===== config.mk =====
export PLATFORM = sky130hd
export DESIGN_NAME = labeled_axis_value_parser
export DESIGN_NICKNAME = d
export VERILOG_FILES = /design/src/design/lavp_pkg.sv /design/src/design/labeled_axis_value_parser.sv /design/src/design/lavp_parser.sv /design/src/design/lavp_frac_div.sv /design/src/design/lavp_value_store.sv
export SDC_FILE = /design/constraint.sdc
export NUM_CORES = 2
export LEC_CHECK = 0
export ABC_AREA = 1
export BUFFER_PORTS_ARGS = -buffer_cell sky130_fd_sc_hd__buf_2
export CAP_MARGIN = 20
export CORE_ASPECT_RATIO = 1.25
export CORE_UTILIZATION = 50
export CTS_BUF_LIST = sky130_fd_sc_hd__clkbuf_4
export DETAILED_ROUTE_END_ITERATION = 10
export GPL_TIMING_DRIVEN = 0
export PLACE_DENSITY_LB_ADDON = 0.3
export SYNTH_ARGS = -nofsm -noshare
export SYNTH_HDL_FRONTEND = slang
export SYNTH_HIERARCHICAL = 1
export SYNTH_SLANG_ARGS = --single-unit

===== constraint.sdc =====
create_clock -name clk -period 15.5 [get_ports clk]
set_input_delay 3.1 -clock clk [delete_from_list [all_inputs] [get_ports clk]]
set_output_delay 3.1 -clock clk [all_outputs]
set_load 0.005 [all_outputs]

===== src/design/lavp_pkg.sv =====
`timescale 1ns / 1ps
`default_nettype none

package lavp_pkg;

  // fixed field widths
  localparam int VALUE_W     = 32;
  localparam int CHAR_W      = 8;
  localparam int CNT_W       = 3;
  localparam int CFG_INDEX_W = 2;

  // quotient bits resolved per fraction divider stage
  localparam int DIV_STEPS = 4;

  // character codes
  localparam logic [CHAR_W-1:0] CH_SPACE = 8'h20;
  localparam logic [CHAR_W-1:0] CH_PLUS  = 8'h2B;
  localparam logic [CHAR_W-1:0] CH_MINUS = 8'h2D;
  localparam logic [CHAR_W-1:0] CH_POINT = 8'h2E;
  localparam logic [CHAR_W-1:0] CH_ZERO  = 8'h30;
  localparam logic [CHAR_W-1:0] CH_NINE  = 8'h39;
  localparam logic [CHAR_W-1:0] CH_LESS  = 8'h3C;
  localparam logic [CHAR_W-1:0] CH_MORE  = 8'h3E;
  localparam logic [CHAR_W-1:0] CH_AT    = 8'h40;

  // label register reset values: x, y, z, w
  localparam logic [CHAR_W-1:0] LABEL_ONE_RESET   = 8'h78;
  localparam logic [CHAR_W-1:0] LABEL_TWO_RESET   = 8'h79;
  localparam logic [CHAR_W-1:0] LABEL_THREE_RESET = 8'h7A;
  localparam logic [CHAR_W-1:0] LABEL_FOUR_RESET  = 8'h77;

  // configuration register indexes
  localparam logic [CFG_INDEX_W-1:0] CFG_FIRST_LABEL  = 2'd0;
  localparam logic [CFG_INDEX_W-1:0] CFG_SECOND_LABEL = 2'd1;
  localparam logic [CFG_INDEX_W-1:0] CFG_THIRD_LABEL  = 2'd2;
  localparam logic [CFG_INDEX_W-1:0] CFG_FOURTH_LABEL = 2'd3;

  // axis mode codes
  localparam logic [1:0] MODE_PLAIN    = 2'd0;
  localparam logic [1:0] MODE_LESS     = 2'd1;
  localparam logic [1:0] MODE_MORE     = 2'd2;
  localparam logic [1:0] MODE_RELATIVE = 2'd3;

  // control carried with each parser event
  typedef struct packed {
    logic       commit;
    logic       result;
    logic [1:0] axis;
    logic       negative;
  } event_ctrl_t;

  // result flags and masks; mask and modes already cleared when the text failed
  typedef struct packed {
    logic            ok;
    logic            overflow;
    logic [3:0]      mask;
    logic [3:0][1:0] modes;
  } result_info_t;

  // divisor for a fraction of n digits
  function automatic logic [31:0] pow_ten(input logic [CNT_W-1:0] n);
    logic [31:0] p;
    case (n)
      3'd0:    p = 32'd1;
      3'd1:    p = 32'd10;
      3'd2:    p = 32'd100;
      3'd3:    p = 32'd1000;
      3'd4:    p = 32'd10000;
      3'd5:    p = 32'd100000;
      3'd6:    p = 32'd1000000;
      3'd7:    p = 32'd10000000;
      default: p = 32'd1;
    endcase
    return p;
  endfunction

endpackage

`default_nettype wire


===== src/design/labeled_axis_value_parser.sv =====
// order: the last character's event passes the parser event register, the fraction
//   divider pipeline stages and the output register before its result appears
// throughput: one character per cycle while char_stall is low, the parser keeps its state in one register set
// reset: synchronous active-high rst clears the parse state, restores labels x y z w
//   and empties the pipeline; no clearing pass
`timescale 1ns / 1ps
`default_nettype none

module labeled_axis_value_parser #(
  parameter int FRAC_BITS       = 16,
  parameter int INT_BITS        = 16,
  parameter int MAX_FRAC_DIGITS = 6
) (
  input  logic                               clk,
  input  logic                               rst,
  input  logic                               cfg_valid,
  output logic                               cfg_ready,
  input  logic [lavp_pkg::CFG_INDEX_W-1:0]   cfg_index,
  input  logic [lavp_pkg::CHAR_W-1:0]        cfg_data,
  input  logic                               char_valid,
  output logic                               char_stall,
  input  logic [lavp_pkg::CHAR_W-1:0]        char_code,
  input  logic                               is_last,
  output logic                               result_valid,
  input  logic                               result_stall,
  output logic signed [lavp_pkg::VALUE_W-1:0] axis_one_value,
  output logic signed [lavp_pkg::VALUE_W-1:0] axis_two_value,
  output logic signed [lavp_pkg::VALUE_W-1:0] axis_three_value,
  output logic signed [lavp_pkg::VALUE_W-1:0] axis_four_value,
  output logic [1:0]                         axis_one_mode,
  output logic [1:0]                         axis_two_mode,
  output logic [1:0]                         axis_three_mode,
  output logic [1:0]                         axis_four_mode,
  output logic [3:0]                         present_mask,
  output logic                               ok,
  output logic                               overflow
);
  import lavp_pkg::*;

  localparam int IW = INT_BITS - 1;
  localparam int DW = $clog2(10**MAX_FRAC_DIGITS);

  // parser to divider
  logic             pe_valid, pe_ready;
  event_ctrl_t      pe_ctrl;
  logic [IW-1:0]    pe_int;
  logic [DW-1:0]    pe_frac;
  logic [CNT_W-1:0] pe_cnt;
  result_info_t     pe_info;

  // divider to value store
  logic                 de_valid, de_ready;
  event_ctrl_t          de_ctrl;
  logic [IW-1:0]        de_int;
  logic [FRAC_BITS-1:0] de_quot;
  result_info_t         de_info;

  // output register
  logic [3:0][VALUE_W-1:0] res_values;
  result_info_t            res_info;

  // labels are plain registers, a write is always taken
  assign cfg_ready = 1'b1;

  lavp_parser #(
    .INT_BITS        (INT_BITS),
    .MAX_FRAC_DIGITS (MAX_FRAC_DIGITS)
  ) u_parser (
    .clk        (clk),
    .rst        (rst),
    .cfg_write  (cfg_valid && cfg_ready),
    .cfg_index  (cfg_index),
    .cfg_data   (cfg_data),
    .char_valid (char_valid),
    .char_stall (char_stall),
    .char_code  (char_code),
    .is_last    (is_last),
    .ev_valid   (pe_valid),
    .ev_ready   (pe_ready),
    .ev_ctrl    (pe_ctrl),
    .ev_int     (pe_int),
    .ev_frac    (pe_frac),
    .ev_cnt     (pe_cnt),
    .ev_info    (pe_info)
  );

  lavp_frac_div #(
    .INT_BITS        (INT_BITS),
    .FRAC_BITS       (FRAC_BITS),
    .MAX_FRAC_DIGITS (MAX_FRAC_DIGITS)
  ) u_frac_div (
    .clk       (clk),
    .rst       (rst),
    .in_valid  (pe_valid),
    .in_ready  (pe_ready),
    .in_ctrl   (pe_ctrl),
    .in_int    (pe_int),
    .in_frac   (pe_frac),
    .in_cnt    (pe_cnt),
    .in_info   (pe_info),
    .out_valid (de_valid),
    .out_ready (de_ready),
    .out_ctrl  (de_ctrl),
    .out_int   (de_int),
    .out_quot  (de_quot),
    .out_info  (de_info)
  );

  lavp_value_store #(
    .INT_BITS  (INT_BITS),
    .FRAC_BITS (FRAC_BITS)
  ) u_value_store (
    .clk        (clk),
    .rst        (rst),
    .ev_valid   (de_valid),
    .ev_ready   (de_ready),
    .ev_ctrl    (de_ctrl),
    .ev_int     (de_int),
    .ev_quot    (de_quot),
    .ev_info    (de_info),
    .res_valid  (result_valid),
    .res_stall  (result_stall),
    .res_values (res_values),
    .res_info   (res_info)
  );

  // result fields
  assign axis_one_value   = res_values[0];
  assign axis_two_value   = res_values[1];
  assign axis_three_value = res_values[2];
  assign axis_four_value  = res_values[3];
  assign axis_one_mode    = res_info.modes[0];
  assign axis_two_mode    = res_info.modes[1];
  assign axis_three_mode  = res_info.modes[2];
  assign axis_four_mode   = res_info.modes[3];
  assign present_mask     = res_info.mask;
  assign ok               = res_info.ok;
  assign overflow         = res_info.overflow;

endmodule

`default_nettype wire


===== src/design/lavp_parser.sv =====
`timescale 1ns / 1ps
`default_nettype none

module lavp_parser #(
  parameter int INT_BITS        = 16,
  parameter int MAX_FRAC_DIGITS = 6
) (
  input  logic                                clk,
  input  logic                                rst,
  input  logic                                cfg_write,
  input  logic [lavp_pkg::CFG_INDEX_W-1:0]    cfg_index,
  input  logic [lavp_pkg::CHAR_W-1:0]         cfg_data,
  input  logic                                char_valid,
  output logic                                char_stall,
  input  logic [lavp_pkg::CHAR_W-1:0]         char_code,
  input  logic                                is_last,
  output logic                                ev_valid,
  input  logic                                ev_ready,
  output lavp_pkg::event_ctrl_t               ev_ctrl,
  output logic [INT_BITS-2:0]                 ev_int,
  output logic [$clog2(10**MAX_FRAC_DIGITS)-1:0] ev_frac,
  output logic [lavp_pkg::CNT_W-1:0]          ev_cnt,
  output lavp_pkg::result_info_t              ev_info
);
  import lavp_pkg::*;

  localparam int IW = INT_BITS - 1;
  localparam int DW = $clog2(10**MAX_FRAC_DIGITS);

  typedef enum logic [2:0] {
    PH_LABEL,
    PH_AFTER_LABEL,
    PH_AFTER_PREFIX,
    PH_AFTER_SIGN,
    PH_NUMBER,
    PH_DONE,
    PH_FAIL
  } phase_t;

  // label registers
  logic [CHAR_W-1:0] label_one, label_two, label_three, label_four;

  // parse state
  phase_t          phase, phase_next;
  logic [1:0]      cur_axis, axis_next;
  logic            negative, neg_next;
  logic            seen_point, point_next;
  logic            seen_digit, digit_next;
  logic [IW-1:0]   int_acc, int_next;
  logic [DW-1:0]   frac_acc, frac_next;
  logic [CNT_W-1:0] frac_cnt, cnt_next;
  logic [3:0][1:0] modes, modes_next;
  logic [3:0]      mask, mask_next;
  logic            saturated, sat_next;

  // character classes
  logic       is_space, is_prefix, is_sign, is_digit, is_point, is_num;
  logic [3:0] dig;
  logic       lbl_hit;
  logic [1:0] lbl_axis;
  logic [1:0] prefix_mode;

  // accumulate candidates
  logic [IW+3:0] int_cand;
  logic          int_over;
  logic [DW+3:0] frac_cand;

  // event build
  logic            accept;
  logic            feed_commit, fin_commit, commit;
  logic            num_step, label_step;
  phase_t          phase_fin;
  logic [3:0]      mask_fin;
  logic            ok;
  event_ctrl_t     ctrl_build;
  result_info_t    info_build;
  logic [IW-1:0]   int_build;
  logic [DW-1:0]   frac_build;
  logic [CNT_W-1:0] cnt_build;

  assign accept     = char_valid && !char_stall;
  assign char_stall = ev_valid && !ev_ready;

  // decode of the incoming character
  assign is_space  = (char_code == CH_SPACE);
  assign is_prefix = (char_code == CH_LESS) || (char_code == CH_MORE) || (char_code == CH_AT);
  assign is_sign   = (char_code == CH_PLUS) || (char_code == CH_MINUS);
  assign is_digit  = (char_code >= CH_ZERO) && (char_code <= CH_NINE);
  assign is_point  = (char_code == CH_POINT);
  assign is_num    = is_digit || is_point;
  assign dig       = char_code[3:0];

  always_comb begin
    if (char_code == CH_LESS) begin
      prefix_mode = MODE_LESS;
    end else if (char_code == CH_MORE) begin
      prefix_mode = MODE_MORE;
    end else begin
      prefix_mode = MODE_RELATIVE;
    end
  end

  // label match, lower axis wins on equal labels
  always_comb begin
    lbl_hit  = 1'b1;
    lbl_axis = 2'd0;
    if (char_code == label_one) begin
      lbl_axis = 2'd0;
    end else if (char_code == label_two) begin
      lbl_axis = 2'd1;
    end else if (char_code == label_three) begin
      lbl_axis = 2'd2;
    end else if (char_code == label_four) begin
      lbl_axis = 2'd3;
    end else begin
      lbl_hit = 1'b0;
    end
  end

  // times ten plus digit, integer part saturates at all ones
  assign int_cand  = ((IW+4)'(int_acc) << 3) + ((IW+4)'(int_acc) << 1) + (IW+4)'(dig);
  assign int_over  = (int_cand > {4'b0000, {IW{1'b1}}});
  assign frac_cand = ((DW+4)'(frac_acc) << 3) + ((DW+4)'(frac_acc) << 1) + (DW+4)'(dig);

  // next state for one character
  always_comb begin
    phase_next  = phase;
    axis_next   = cur_axis;
    neg_next    = negative;
    point_next  = seen_point;
    digit_next  = seen_digit;
    int_next    = int_acc;
    frac_next   = frac_acc;
    cnt_next    = frac_cnt;
    modes_next  = modes;
    mask_next   = mask;
    sat_next    = saturated;
    feed_commit = 1'b0;
    num_step    = 1'b0;
    label_step  = 1'b0;

    case (phase)
      PH_LABEL: begin
        label_step = 1'b1;
      end
      PH_AFTER_LABEL: begin
        if (!is_space) begin
          if (is_prefix) begin
            modes_next[cur_axis] = prefix_mode;
            phase_next = PH_AFTER_PREFIX;
          end else if (is_sign) begin
            neg_next   = (char_code == CH_MINUS);
            phase_next = PH_AFTER_SIGN;
          end else if (is_num) begin
            num_step = 1'b1;
          end else begin
            phase_next = PH_FAIL;
          end
        end
      end
      PH_AFTER_PREFIX: begin
        if (!is_space) begin
          if (is_sign) begin
            neg_next   = (char_code == CH_MINUS);
            phase_next = PH_AFTER_SIGN;
          end else if (is_num) begin
            num_step = 1'b1;
          end else begin
            phase_next = PH_FAIL;
          end
        end
      end
      PH_AFTER_SIGN: begin
        if (!is_space) begin
          if (is_num) begin
            num_step = 1'b1;
          end else begin
            phase_next = PH_FAIL;
          end
        end
      end
      PH_NUMBER: begin
        if (is_num) begin
          num_step = 1'b1;
        end else if (!seen_digit) begin
          phase_next = PH_FAIL;
        end else begin
          // number ends here, the same character may start the next axis
          feed_commit = 1'b1;
          mask_next   = mask | (4'b0001 << cur_axis);
          neg_next    = 1'b0;
          point_next  = 1'b0;
          digit_next  = 1'b0;
          int_next    = '0;
          frac_next   = '0;
          cnt_next    = '0;
          if (mask_next == 4'hF) begin
            phase_next = PH_DONE;
          end else begin
            phase_next = PH_LABEL;
            label_step = 1'b1;
          end
        end
      end
      default: begin
      end
    endcase

    // digit or point of a number
    if (num_step) begin
      phase_next = PH_NUMBER;
      if (is_point) begin
        if (seen_point) begin
          phase_next = PH_FAIL;
        end
        point_next = 1'b1;
      end else begin
        digit_next = 1'b1;
        if (seen_point) begin
          if (frac_cnt < CNT_W'(MAX_FRAC_DIGITS)) begin
            frac_next = frac_cand[DW-1:0];
            cnt_next  = frac_cnt + 1'b1;
          end
        end else if (int_over) begin
          int_next = {IW{1'b1}};
          sat_next = 1'b1;
        end else begin
          int_next = int_cand[IW-1:0];
        end
      end
    end

    // label expected
    if (label_step && !is_space) begin
      if (lbl_hit) begin
        axis_next  = lbl_axis;
        phase_next = PH_AFTER_LABEL;
      end else begin
        phase_next = PH_FAIL;
      end
    end
  end

  // end of text: close an open number and judge the text
  always_comb begin
    fin_commit = 1'b0;
    phase_fin  = phase_next;
    mask_fin   = mask_next;
    if (phase_next == PH_NUMBER) begin
      if (digit_next) begin
        fin_commit = 1'b1;
        mask_fin   = mask_next | (4'b0001 << axis_next);
      end else begin
        phase_fin = PH_FAIL;
      end
    end
    ok = !((phase_fin == PH_FAIL) || (phase_fin == PH_AFTER_LABEL) ||
           (phase_fin == PH_AFTER_PREFIX) || (phase_fin == PH_AFTER_SIGN)) &&
         (mask_fin != 4'd0);
  end

  // event payload, at most one commit per character
  always_comb begin
    commit = feed_commit || (is_last && fin_commit);
    if (feed_commit) begin
      ctrl_build.axis     = cur_axis;
      ctrl_build.negative = negative;
      int_build           = int_acc;
      frac_build          = frac_acc;
      cnt_build           = frac_cnt;
    end else begin
      ctrl_build.axis     = axis_next;
      ctrl_build.negative = neg_next;
      int_build           = int_next;
      frac_build          = frac_next;
      cnt_build           = cnt_next;
    end
    ctrl_build.commit   = commit;
    ctrl_build.result   = is_last;
    info_build.ok       = ok;
    info_build.overflow = sat_next;
    info_build.mask     = ok ? mask_fin : 4'd0;
    info_build.modes    = ok ? modes_next : '0;
  end

  // state, labels and event register
  always_ff @(posedge clk) begin
    if (rst) begin
      label_one   <= LABEL_ONE_RESET;
      label_two   <= LABEL_TWO_RESET;
      label_three <= LABEL_THREE_RESET;
      label_four  <= LABEL_FOUR_RESET;
      phase       <= PH_LABEL;
      cur_axis    <= 2'd0;
      negative    <= 1'b0;
      seen_point  <= 1'b0;
      seen_digit  <= 1'b0;
      int_acc     <= '0;
      frac_acc    <= '0;
      frac_cnt    <= '0;
      modes       <= '0;
      mask        <= 4'd0;
      saturated   <= 1'b0;
      ev_valid    <= 1'b0;
    end else begin
      if (cfg_write) begin
        case (cfg_index)
          CFG_FIRST_LABEL:  label_one   <= cfg_data;
          CFG_SECOND_LABEL: label_two   <= cfg_data;
          CFG_THIRD_LABEL:  label_three <= cfg_data;
          CFG_FOURTH_LABEL: label_four  <= cfg_data;
          default: begin
          end
        endcase
      end
      if (accept) begin
        if (is_last) begin
          phase      <= PH_LABEL;
          cur_axis   <= 2'd0;
          negative   <= 1'b0;
          seen_point <= 1'b0;
          seen_digit <= 1'b0;
          int_acc    <= '0;
          frac_acc   <= '0;
          frac_cnt   <= '0;
          modes      <= '0;
          mask       <= 4'd0;
          saturated  <= 1'b0;
        end else begin
          phase      <= phase_next;
          cur_axis   <= axis_next;
          negative   <= neg_next;
          seen_point <= point_next;
          seen_digit <= digit_next;
          int_acc    <= int_next;
          frac_acc   <= frac_next;
          frac_cnt   <= cnt_next;
          modes      <= modes_next;
          mask       <= mask_next;
          saturated  <= sat_next;
        end
        ev_valid <= commit || is_last;
        ev_ctrl  <= ctrl_build;
        ev_int   <= int_build;
        ev_frac  <= frac_build;
        ev_cnt   <= cnt_build;
        ev_info  <= info_build;
      end else if (ev_ready) begin
        ev_valid <= 1'b0;
      end
    end
  end

endmodule

`default_nettype wire


===== src/design/lavp_frac_div.sv =====
`timescale 1ns / 1ps
`default_nettype none

module lavp_frac_div #(
  parameter int INT_BITS        = 16,
  parameter int FRAC_BITS       = 16,
  parameter int MAX_FRAC_DIGITS = 6
) (
  input  logic                                   clk,
  input  logic                                   rst,
  input  logic                                   in_valid,
  output logic                                   in_ready,
  input  lavp_pkg::event_ctrl_t                  in_ctrl,
  input  logic [INT_BITS-2:0]                    in_int,
  input  logic [$clog2(10**MAX_FRAC_DIGITS)-1:0] in_frac,
  input  logic [lavp_pkg::CNT_W-1:0]             in_cnt,
  input  lavp_pkg::result_info_t                 in_info,
  output logic                                   out_valid,
  input  logic                                   out_ready,
  output lavp_pkg::event_ctrl_t                  out_ctrl,
  output logic [INT_BITS-2:0]                    out_int,
  output logic [FRAC_BITS-1:0]                   out_quot,
  output lavp_pkg::result_info_t                 out_info
);
  import lavp_pkg::*;

  localparam int IW = INT_BITS - 1;
  localparam int DW = $clog2(10**MAX_FRAC_DIGITS);
  localparam int NS = (FRAC_BITS + DIV_STEPS - 1) / DIV_STEPS;

  // stage registers seen by the next stage
  logic             st_valid [NS];
  event_ctrl_t      st_ctrl  [NS];
  logic [IW-1:0]    st_int   [NS];
  logic [DW-1:0]    st_rem   [NS];
  logic [FRAC_BITS-1:0] st_quot [NS];
  logic [CNT_W-1:0] st_cnt   [NS];
  result_info_t     st_info  [NS];
  logic             ready    [NS+1];

  assign ready[NS] = out_ready;
  assign in_ready  = ready[0];

  // restoring long division of digits * 2^FRAC_BITS by 10^count,
  // remainder stays below the divisor since the digits are fewer than count + 1
  for (genvar s = 0; s < NS; s++) begin : g_stage
    logic                 valid_src;
    event_ctrl_t          ctrl_src;
    logic [IW-1:0]        int_src;
    logic [DW-1:0]        rem_src;
    logic [FRAC_BITS-1:0] quot_src;
    logic [CNT_W-1:0]     cnt_src;
    result_info_t         info_src;
    logic [DW-1:0]        rem_calc;
    logic [FRAC_BITS-1:0] quot_calc;

    logic                 valid_q;
    event_ctrl_t          ctrl_q;
    logic [IW-1:0]        int_q;
    logic [DW-1:0]        rem_q;
    logic [FRAC_BITS-1:0] quot_q;
    logic [CNT_W-1:0]     cnt_q;
    result_info_t         info_q;

    if (s == 0) begin : g_first
      assign valid_src = in_valid;
      assign ctrl_src  = in_ctrl;
      assign int_src   = in_int;
      assign rem_src   = in_frac;
      assign quot_src  = '0;
      assign cnt_src   = in_cnt;
      assign info_src  = in_info;
    end else begin : g_later
      assign valid_src = st_valid[s-1];
      assign ctrl_src  = st_ctrl[s-1];
      assign int_src   = st_int[s-1];
      assign rem_src   = st_rem[s-1];
      assign quot_src  = st_quot[s-1];
      assign cnt_src   = st_cnt[s-1];
      assign info_src  = st_info[s-1];
    end

    // a few quotient bits per stage
    always_comb begin
      logic [31:0]          pw;
      logic [DW-1:0]        dv;
      logic [DW:0]          r2;
      logic [DW-1:0]        r;
      logic [FRAC_BITS-1:0] q;
      pw = pow_ten(cnt_src);
      dv = pw[DW-1:0];
      r  = rem_src;
      q  = quot_src;
      r2 = '0;
      for (int j = 0; j < DIV_STEPS; j++) begin
        if (s * DIV_STEPS + j < FRAC_BITS) begin
          r2 = {r, 1'b0};
          if (r2 >= {1'b0, dv}) begin
            r2 = r2 - {1'b0, dv};
            q  = {q[FRAC_BITS-2:0], 1'b1};
          end else begin
            q  = {q[FRAC_BITS-2:0], 1'b0};
          end
          r = r2[DW-1:0];
        end
      end
      rem_calc  = r;
      quot_calc = q;
    end

    assign ready[s] = !valid_q || ready[s+1];

    always_ff @(posedge clk) begin
      if (rst) begin
        valid_q <= 1'b0;
      end else if (ready[s]) begin
        valid_q <= valid_src;
      end
    end

    always_ff @(posedge clk) begin
      if (ready[s]) begin
        ctrl_q <= ctrl_src;
        int_q  <= int_src;
        rem_q  <= rem_calc;
        quot_q <= quot_calc;
        cnt_q  <= cnt_src;
        info_q <= info_src;
      end
    end

    assign st_valid[s] = valid_q;
    assign st_ctrl[s]  = ctrl_q;
    assign st_int[s]   = int_q;
    assign st_rem[s]   = rem_q;
    assign st_quot[s]  = quot_q;
    assign st_cnt[s]   = cnt_q;
    assign st_info[s]  = info_q;
  end

  assign out_valid = st_valid[NS-1];
  assign out_ctrl  = st_ctrl[NS-1];
  assign out_int   = st_int[NS-1];
  assign out_quot  = st_quot[NS-1];
  assign out_info  = st_info[NS-1];

endmodule

`default_nettype wire


===== src/design/lavp_value_store.sv =====
`timescale 1ns / 1ps
`default_nettype none

module lavp_value_store #(
  parameter int INT_BITS  = 16,
  parameter int FRAC_BITS = 16
) (
  input  logic                                  clk,
  input  logic                                  rst,
  input  logic                                  ev_valid,
  output logic                                  ev_ready,
  input  lavp_pkg::event_ctrl_t                 ev_ctrl,
  input  logic [INT_BITS-2:0]                   ev_int,
  input  logic [FRAC_BITS-1:0]                  ev_quot,
  input  lavp_pkg::result_info_t                ev_info,
  output logic                                  res_valid,
  input  logic                                  res_stall,
  output logic [3:0][lavp_pkg::VALUE_W-1:0]     res_values,
  output lavp_pkg::result_info_t                res_info
);
  import lavp_pkg::*;

  localparam int IW = INT_BITS - 1;

  logic [3:0][VALUE_W-1:0] vals;
  logic [IW+FRAC_BITS-1:0] mag;
  logic [VALUE_W-1:0]      mag_v;
  logic [VALUE_W-1:0]      value;
  logic [3:0][VALUE_W-1:0] values_next;
  logic                    take;

  // integer and fraction bits side by side, then the sign
  assign mag   = {ev_int, ev_quot};
  assign mag_v = VALUE_W'(mag);
  assign value = ev_ctrl.negative ? (~mag_v + 1'b1) : mag_v;

  // commits always go in, a result needs the output register
  assign ev_ready = !ev_ctrl.result || !res_valid || !res_stall;
  assign take     = ev_valid && ev_ready;

  // axes absent from the mask read as zero
  always_comb begin
    for (int i = 0; i < 4; i++) begin
      if (!ev_info.mask[i]) begin
        values_next[i] = '0;
      end else if (ev_ctrl.commit && (ev_ctrl.axis == 2'(i))) begin
        values_next[i] = value;
      end else begin
        values_next[i] = vals[i];
      end
    end
  end

  // stored axis values
  always_ff @(posedge clk) begin
    if (take && ev_ctrl.commit) begin
      vals[ev_ctrl.axis] <= value;
    end
  end

  // output register
  always_ff @(posedge clk) begin
    if (rst) begin
      res_valid <= 1'b0;
    end else if (take && ev_ctrl.result) begin
      res_valid <= 1'b1;
    end else if (!res_stall) begin
      res_valid <= 1'b0;
    end
  end

  always_ff @(posedge clk) begin
    if (take && ev_ctrl.result) begin
      res_values <= values_next;
      res_info   <= ev_info;
    end
  end

endmodule

`default_nettype wire


After elaboration in Yosys (flattened, before gate mapping). Memories as Yosys holds them, arrays and structs flattened. A register that Yosys moved wholly into a read port is not among the register bits. Index checks and enable logic that the tools add are counted.

Memories: 4. Word-level logic and storage cells: 407. Bits in read-only memories: 672. Flip-flop bits (word level): 669.

$add $sub $neg: 21. $lt $le $gt $ge: 24. Eq/ne operators: 28. Shift-type cells: 2. Reductions and logical operators: 51. Mux-type cells: 159. Bitwise gates (word level): 4.

Memory list: (no name shown) (depth 8, bits a word 21, rd ports 1, clocked after memory_dff 1, wr ports 0, line lavp_pkg.sv:63) `case (n)`; (no name shown) (depth 8, bits a word 21, rd ports 1, clocked after memory_dff 1, wr ports 0, line lavp_pkg.sv:63); (no name shown) (depth 8, bits a word 21, rd ports 1, clocked after memory_dff 1, wr ports 0, line lavp_pkg.sv:63); (no name shown) (depth 8, bits a word 21, rd ports 1, clocked after memory_dff 1, wr ports 0, line lavp_pkg.sv:63).

Operator list (count): $mux 20 (24); $ge 21x20->1 (16); $sub 20x20->20 (15); $mux 32 (6); $mux 15 (9); $bwmux 128 (1); $mux 3 (30); $demux 32 s2 (1); $mux 1 (62); $eq 8x6->1 const B (6); $add 32x1->32 const B (1); $eq 8x8->1 (4); $mux 8 (4); $not 31->32 (1); $mux 4 (6); $add 20x20->20 (1); $add 20x4->20 (1); $mux 2 (10); $add 18x16->19 (1); $add 19x4->19 (1); $gt 19x15->1 const B (1); $logic_and 1x1->1 (15); $logic_or 1x1->1 (15); $eq 3x2->1 const B (4); 28 further kinds (54).

Depth between registers and ports, before layout.
Depth after elaboration: 18. Depth in mapped cells: 74. Mapped depth without buffers: 69.

Modules after synthesis. Netlist, hierarchy kept.

Modules (own cells, without submodules): lavp_frac_div (times used 1, sequential area each 8398.1 um^2, cells an instance 3527, area an instance 26606.8 um^2); lavp_value_store (times used 1, sequential area each 8127.8 um^2, cells an instance 1057, area an instance 11802.6 um^2); lavp_parser (times used 1, sequential area each 3553.4 um^2, cells an instance 1378, area an instance 9735.6 um^2); labeled_axis_value_parser (times used 1, sequential area each 0.0 um^2, cells an instance 2, area an instance 11.3 um^2).

Least setup slack after synthesis. No wires, ideal clock.

Path type: input-to-reg. From: in result_stall. To: reg u_parser/ev_cnt[0] in the netlist's numbering, enable pin. Data required time: 15028 ps. Cell stages on the path: 12. Slack: 4550 ps. Data arrival time: 10478 ps. Setup time: 472 ps. Cell sequence: nand3_1 > nor2_1 > inv_1 > nor2_1 > inv_1 > nor2_1 > nand2_1 > inv_1 > nand2_1 > nand2_1 > clkbuf_1 > nor2_1.

RTL lines: from (decl) (line labeled_axis_value_parser.sv:25) `input logic result_stall,`; to (signal assigned) (line lavp_parser.sv:346) `ev_cnt <= cnt_build;`; to (decl) (line lavp_parser.sv:22) `output logic [lavp_pkg::CNT_W-1:0] ev_cnt,`.

Worst setup path in the final report.
From: reg, netlist name u_frac_div/g_stage[2].$25.pw[13]. To: reg u_frac_div.g_stage[2].rem_q[1], data pin.

Cells in the longest elaborated chain, start to end: 8. Elaborated cells between the ends (all ways): 12.

Ends and longest elaborated chain: $sub 20x20->20 / $ge 21x20->1 (equally long branches) (line lavp_frac_div.sv:99, lavp_frac_div.sv:98); $mux 20 (line lavp_frac_div.sv:98) `if (r2 >= {1'b0, dv}) begin`; $sub 20x20->20 / $ge 21x20->1 (equally long branches) (line lavp_frac_div.sv:99, lavp_frac_div.sv:98); $mux 20 (line lavp_frac_div.sv:98); $ge 21x20->1 / $sub 20x20->20 (equally long branches) (line lavp_frac_div.sv:98, lavp_frac_div.sv:99); $mux 20 (line lavp_frac_div.sv:98); $sub 20x20->20 / $ge 21x20->1 (equally long branches) (line lavp_frac_div.sv:99, lavp_frac_div.sv:98); $mux 20 * (line lavp_frac_div.sv:98); to (signal assigned) (line lavp_frac_div.sv:125) `rem_q <= rem_calc;`; to (decl) (line lavp_frac_div.sv:60) `logic [DW-1:0] rem_q;`.

Mark *: on every way between the ends. The rest lies on a longest branch, timed or not. A chain may end at the register's enable or synchronous reset.

==> metrics.csv <==
stage;metric;value;unit
worst_hold_path;hold path depth;0;
routing;final WL;126000;µm
logic_synthesis;post-synthesis cell count;5964;
cts;CTS root buffer;clkbuf_4;
timing;Period minus WS final;11870;ps
cts;CTS tree;yes;
cts;# clock sinks;717;
cts;# H-tree levels;4;
timing;setup TNS;0;ps
logic_synthesis;register area share after synthesis;41.7;%
floorplanning;Die X;280;µm
setup_path;WP data arrival;12590;ps
cts;Inserted Clock Buffers;169;
cts;Post-CTS Setup Bufs;0;
global_routing;first-pass GRT wire length;200000;µm
logic_synthesis;Post-synth ARST share;0;%
worst_hold_path;Min-Delay Path Class;flip-flop to flip-flop;
global_routing;GRT Resource Usage Total;25.6;%
logic_synthesis;cell area after synthesis;48200;µm²
routing;DRT iter0 DRCs;3087;
cts;Clk pin slew, worst setup/hold paths;60;ps
routing;via count;41200;
setup_path;FF-to-FF setup slack;3630;ps
finish;Area Growth Syn to Fin;10.2;%
setup_path;max incr delay on CP;430;ps
setup_path;reg2reg start;u_frac_div/g_stage[2].$25.pw[13]$_SDFF_PN0_;
global_routing;total gr overflow;0;
routing;vias per cell;5.32;
finish;fraction of final layout cells sized beyond drive strength 1;10.8;%
timing;Hold Violations, Final;0;
floorplanning;Std-Cell Rows;126;
logic_synthesis;synth top area cells;edfxtp_1, nand2_1, ha_1;
floorplanning;Die ar.;97600;µm²
floorplanning;core area;94900;µm²
cts;CTS resizes;0;
setup_path;slowest CP cell;clkbuf_1;
timing;Max Clk Rate;84.3;MHz
logic_synthesis;Synth Register Bits;717;
flow_run;Max-cap violations;0;
logic_synthesis;post-synth top area share;35.7;%
global_routing;vias in the first global route;39600;
finish;Final #Nets;6722;
setup_path;cell mode on critical path;nand2_1;
setup_path;crit path capture;u_frac_div/g_stage[2].rem_q[1]$_DFFE_PP_;
logic_synthesis;warnings from Yosys;6;
outcome;status;finished clean;
place;count of input and output buffers;165;
routing;ANT nets after route;0;
place;GP Congestion;0.949;
floorplanning;Starting Density;50.7;%
timing;clock skew;105;ps
setup_path;Worst R2R End;u_frac_div/g_stage[2].rem_q[1]$_DFFE_PP_;
setup_path;Worst Path Required;16220;ps
logic_synthesis;EDFF count, synth;572;
setup_path;Worst Setup SP;u_frac_div/g_stage[2].$25.pw[13]$_SDFF_PN0_;
cts;CTS Hold Bufs;0;
floorplanning;die height;349;µm
logic_synthesis;Cell variety after synth;71;
routing;Routed WL per cell;16.3;µm
logic_synthesis;Yosys top cell by area;edfxtp_1;
timing;RSZ-0062 raised after global routing;false;
finish;post-layout util;55.9;%
setup_path;CP Class;flip-flop to flip-flop;
timing;Worst slew margin;22.1;%
setup_path;Reg2Reg Depth;72;
routing;DRT Pass-1 Iters;5;
global_routing;antenna violations before repair;2;
timing;Slew @ Worst Pin;1160;ps
place;DP Wirelength;99100;µm
cts;Max Root-Sink Buffers;3;
setup_path;Setup crit start kind;flip-flop;
floorplanning;io pins;169;
routing;DRC violations left;0;
timing;Final Max Slew Viols;0;
logic_synthesis;syn_nets;6376;
timing;Final period util;76.6;%
cts;Clock Latency Late Sink;1030;ps
timing;final setup fails;0;
setup_path;worst-path maximum fanout;10;
logic_synthesis;syn_area_per_cell;8.07;µm²
setup_path;Critical Path End Type;flip-flop;
global_routing;largest net degree at the start of global routing;74;
logic_synthesis;Main synth FF type;edfxtp_1;
==> worst min-delay path by stage <==
stage | end | from
global route | u_frac_div/g_stage[0].int_q[9]$_DFFE_PP_ | u_parser/ev_int[9]$_DFFE_PP_
CTS | u_frac_div/out_quot[6]$_DFFE_PP_ | u_frac_div/g_stage[2].quot_q[2]$_DFFE_PP_
detailed placement | u_frac_div/g_stage[0].info_q[1]$_DFFE_PP_ | u_parser/ev_info[1]$_SDFFCE_PN0P_
floorplan | u_frac_div/g_stage[0].ctrl_q[0]$_DFFE_PP_ | u_parser/ev_ctrl[0]$_DFFE_PP_
global placement | u_frac_div/g_stage[0].info_q[12]$_DFFE_PP_ | u_parser/ev_info[12]$_DFFE_PP_
finish | u_frac_div/out_quot[6]$_DFFE_PP_ | u_frac_div/g_stage[2].quot_q[2]$_DFFE_PP_
==> sequential cells by signal, summed over array words and instances (netlist names), 8 cells and up <==
name and cells:
u_frac_div/g_stage.ctrl_q 15, u_parser/label_three 8, u_frac_div/out_quot 16, u_frac_div/out_int 15, u_frac_div/g_stage.quot_q 24, u_parser/label_four 8
u_parser/frac_acc 20, u_frac_div/g_stage.cnt_q 9, u_parser/ev_int 15, u_parser/label_two 8, u_parser/ev_info 14, u_parser/modes 8
u_frac_div/g_stage.int_q 45, u_parser/int_acc 15, u_frac_div/g_stage.info_q 42, u_value_store/res_values 128, u_frac_div/g_stage.$25.pw 48, u_frac_div/out_info 14
u_parser/ev_frac 20, u_parser/label_one 8, u_value_store/res_info 14, u_value_store/vals 128, u_frac_div/g_stage.rem_q 60
==> layout make-up <==
cell class / instances / area [µm²]
fill: 8816 / 41800
multi-input combinational: 4375 / 24700
sequential: 717 / 20100
inverter: 725 / 2740
clock buffer: 262 / 1970
tap: 1280 / 1600
timing repair buffer: 175 / 1040
buffer: 147 / 727
clock inverter: 45 / 263
antenna: 4 / 10.0
==> Yosys cell counts, types with 19 or more instances <==
cell / count
nand2_1: 1503
inv_1: 699
edfxtp_1: 572
nor2_1: 506
o21ai_0: 416
a21oi_1: 383
ha_1: 380
nand3_1: 317
xor2_1: 166
dfxtp_1: 145
xnor2_1: 110
clkbuf_1: 81
nand4_1: 69
o21bai_1: 62
nor3_1: 54
buf_2: 40
nand2_2: 39
o21a_1: 39
o21ai_1: 34
a21o_1: 28
or2_2: 25
a31oi_1: 24
inv_2: 20
nor2_2: 20
o211ai_1: 20
nor4_1: 19
==> critical path, delay by kind of cell (launching register included) <==
kind	cells	cell delay [ps]
buf+inv	9	2560
fa+ha+maj	4	1420
simple gates	41	3820
flops	1	300
compound gates	18	3450
==> metrics by stage <==
step	hold WS [ps]	cell area (µm²)	cells	setup WS, ps
2_1_floorplan	400	48200	5964	4550
3_3_place_gp	401	50600	7409	1540
3_5_place_dp	405	50800	7418	3570
4_1_cts	390	53100	7725	3580
5_1_grt	394	53100	7730	2420
6_report	383	53100	7730	3630
==> layer usage <==
| layer | wire length (µm) | vias up | track usage [%] |
|---|---|---|---|
| met3 | 6010 | 256 | 3.25 |
| met2 | 65000 | 1171 | 47.2 |
| met1 | 50600 | 18900 | 29.7 |
| met4 | 4400 | 0 | 10.6 |
| met5 | 0 | - | 0 |
| li1 | - | 20800 | - |
==> placed cells by master (no fill, tap or decap), drive strengths merged, types with 6 or more instances in the layout <==
cell type / Yosys / final
nor3: 60 / 60
a21boi: 10 / 10
nand2: 1554 / 1554
or2: 27 / 27
o22ai: 12 / 12
fa: 8 / 8
xor2: 169 / 169
a221oi: 8 / 8
nor2: 536 / 536
a31oi: 24 / 24
buf: 65 / 240
edfxtp: 572 / 572
a211oi: 11 / 11
clkbuf: 82 / 344
o21bai: 62 / 62
ha: 380 / 380
nand4: 71 / 71
inv: 722 / 727
nor4: 19 / 19
xnor2: 110 / 110
and2: 6 / 6
a21oi: 388 / 388
nand3b: 13 / 13
o21a: 39 / 39
o31ai: 9 / 9
nand3: 327 / 327
and3: 9 / 9
o211ai: 20 / 20
clkinv: 3 / 39
a21o: 28 / 28
o21ai: 457 / 457
dfxtp: 145 / 145
==> cell families after synthesis <==
logic type | synth area share, %
AO/OA/AOI/OAI | 12.5
XOR/XNOR | 5.12
adder cells (fa/ha/maj) | 10.2
buffers and inverters | 7.18
flip-flops | 41.7
multiplexers | 0.0442
other | 0.00779
AND/OR/NAND/NOR | 23.2
Power is left out: the tool's default activity adds up to more than one toggle a clock period on the data nets, which glitch-free logic cannot reach.
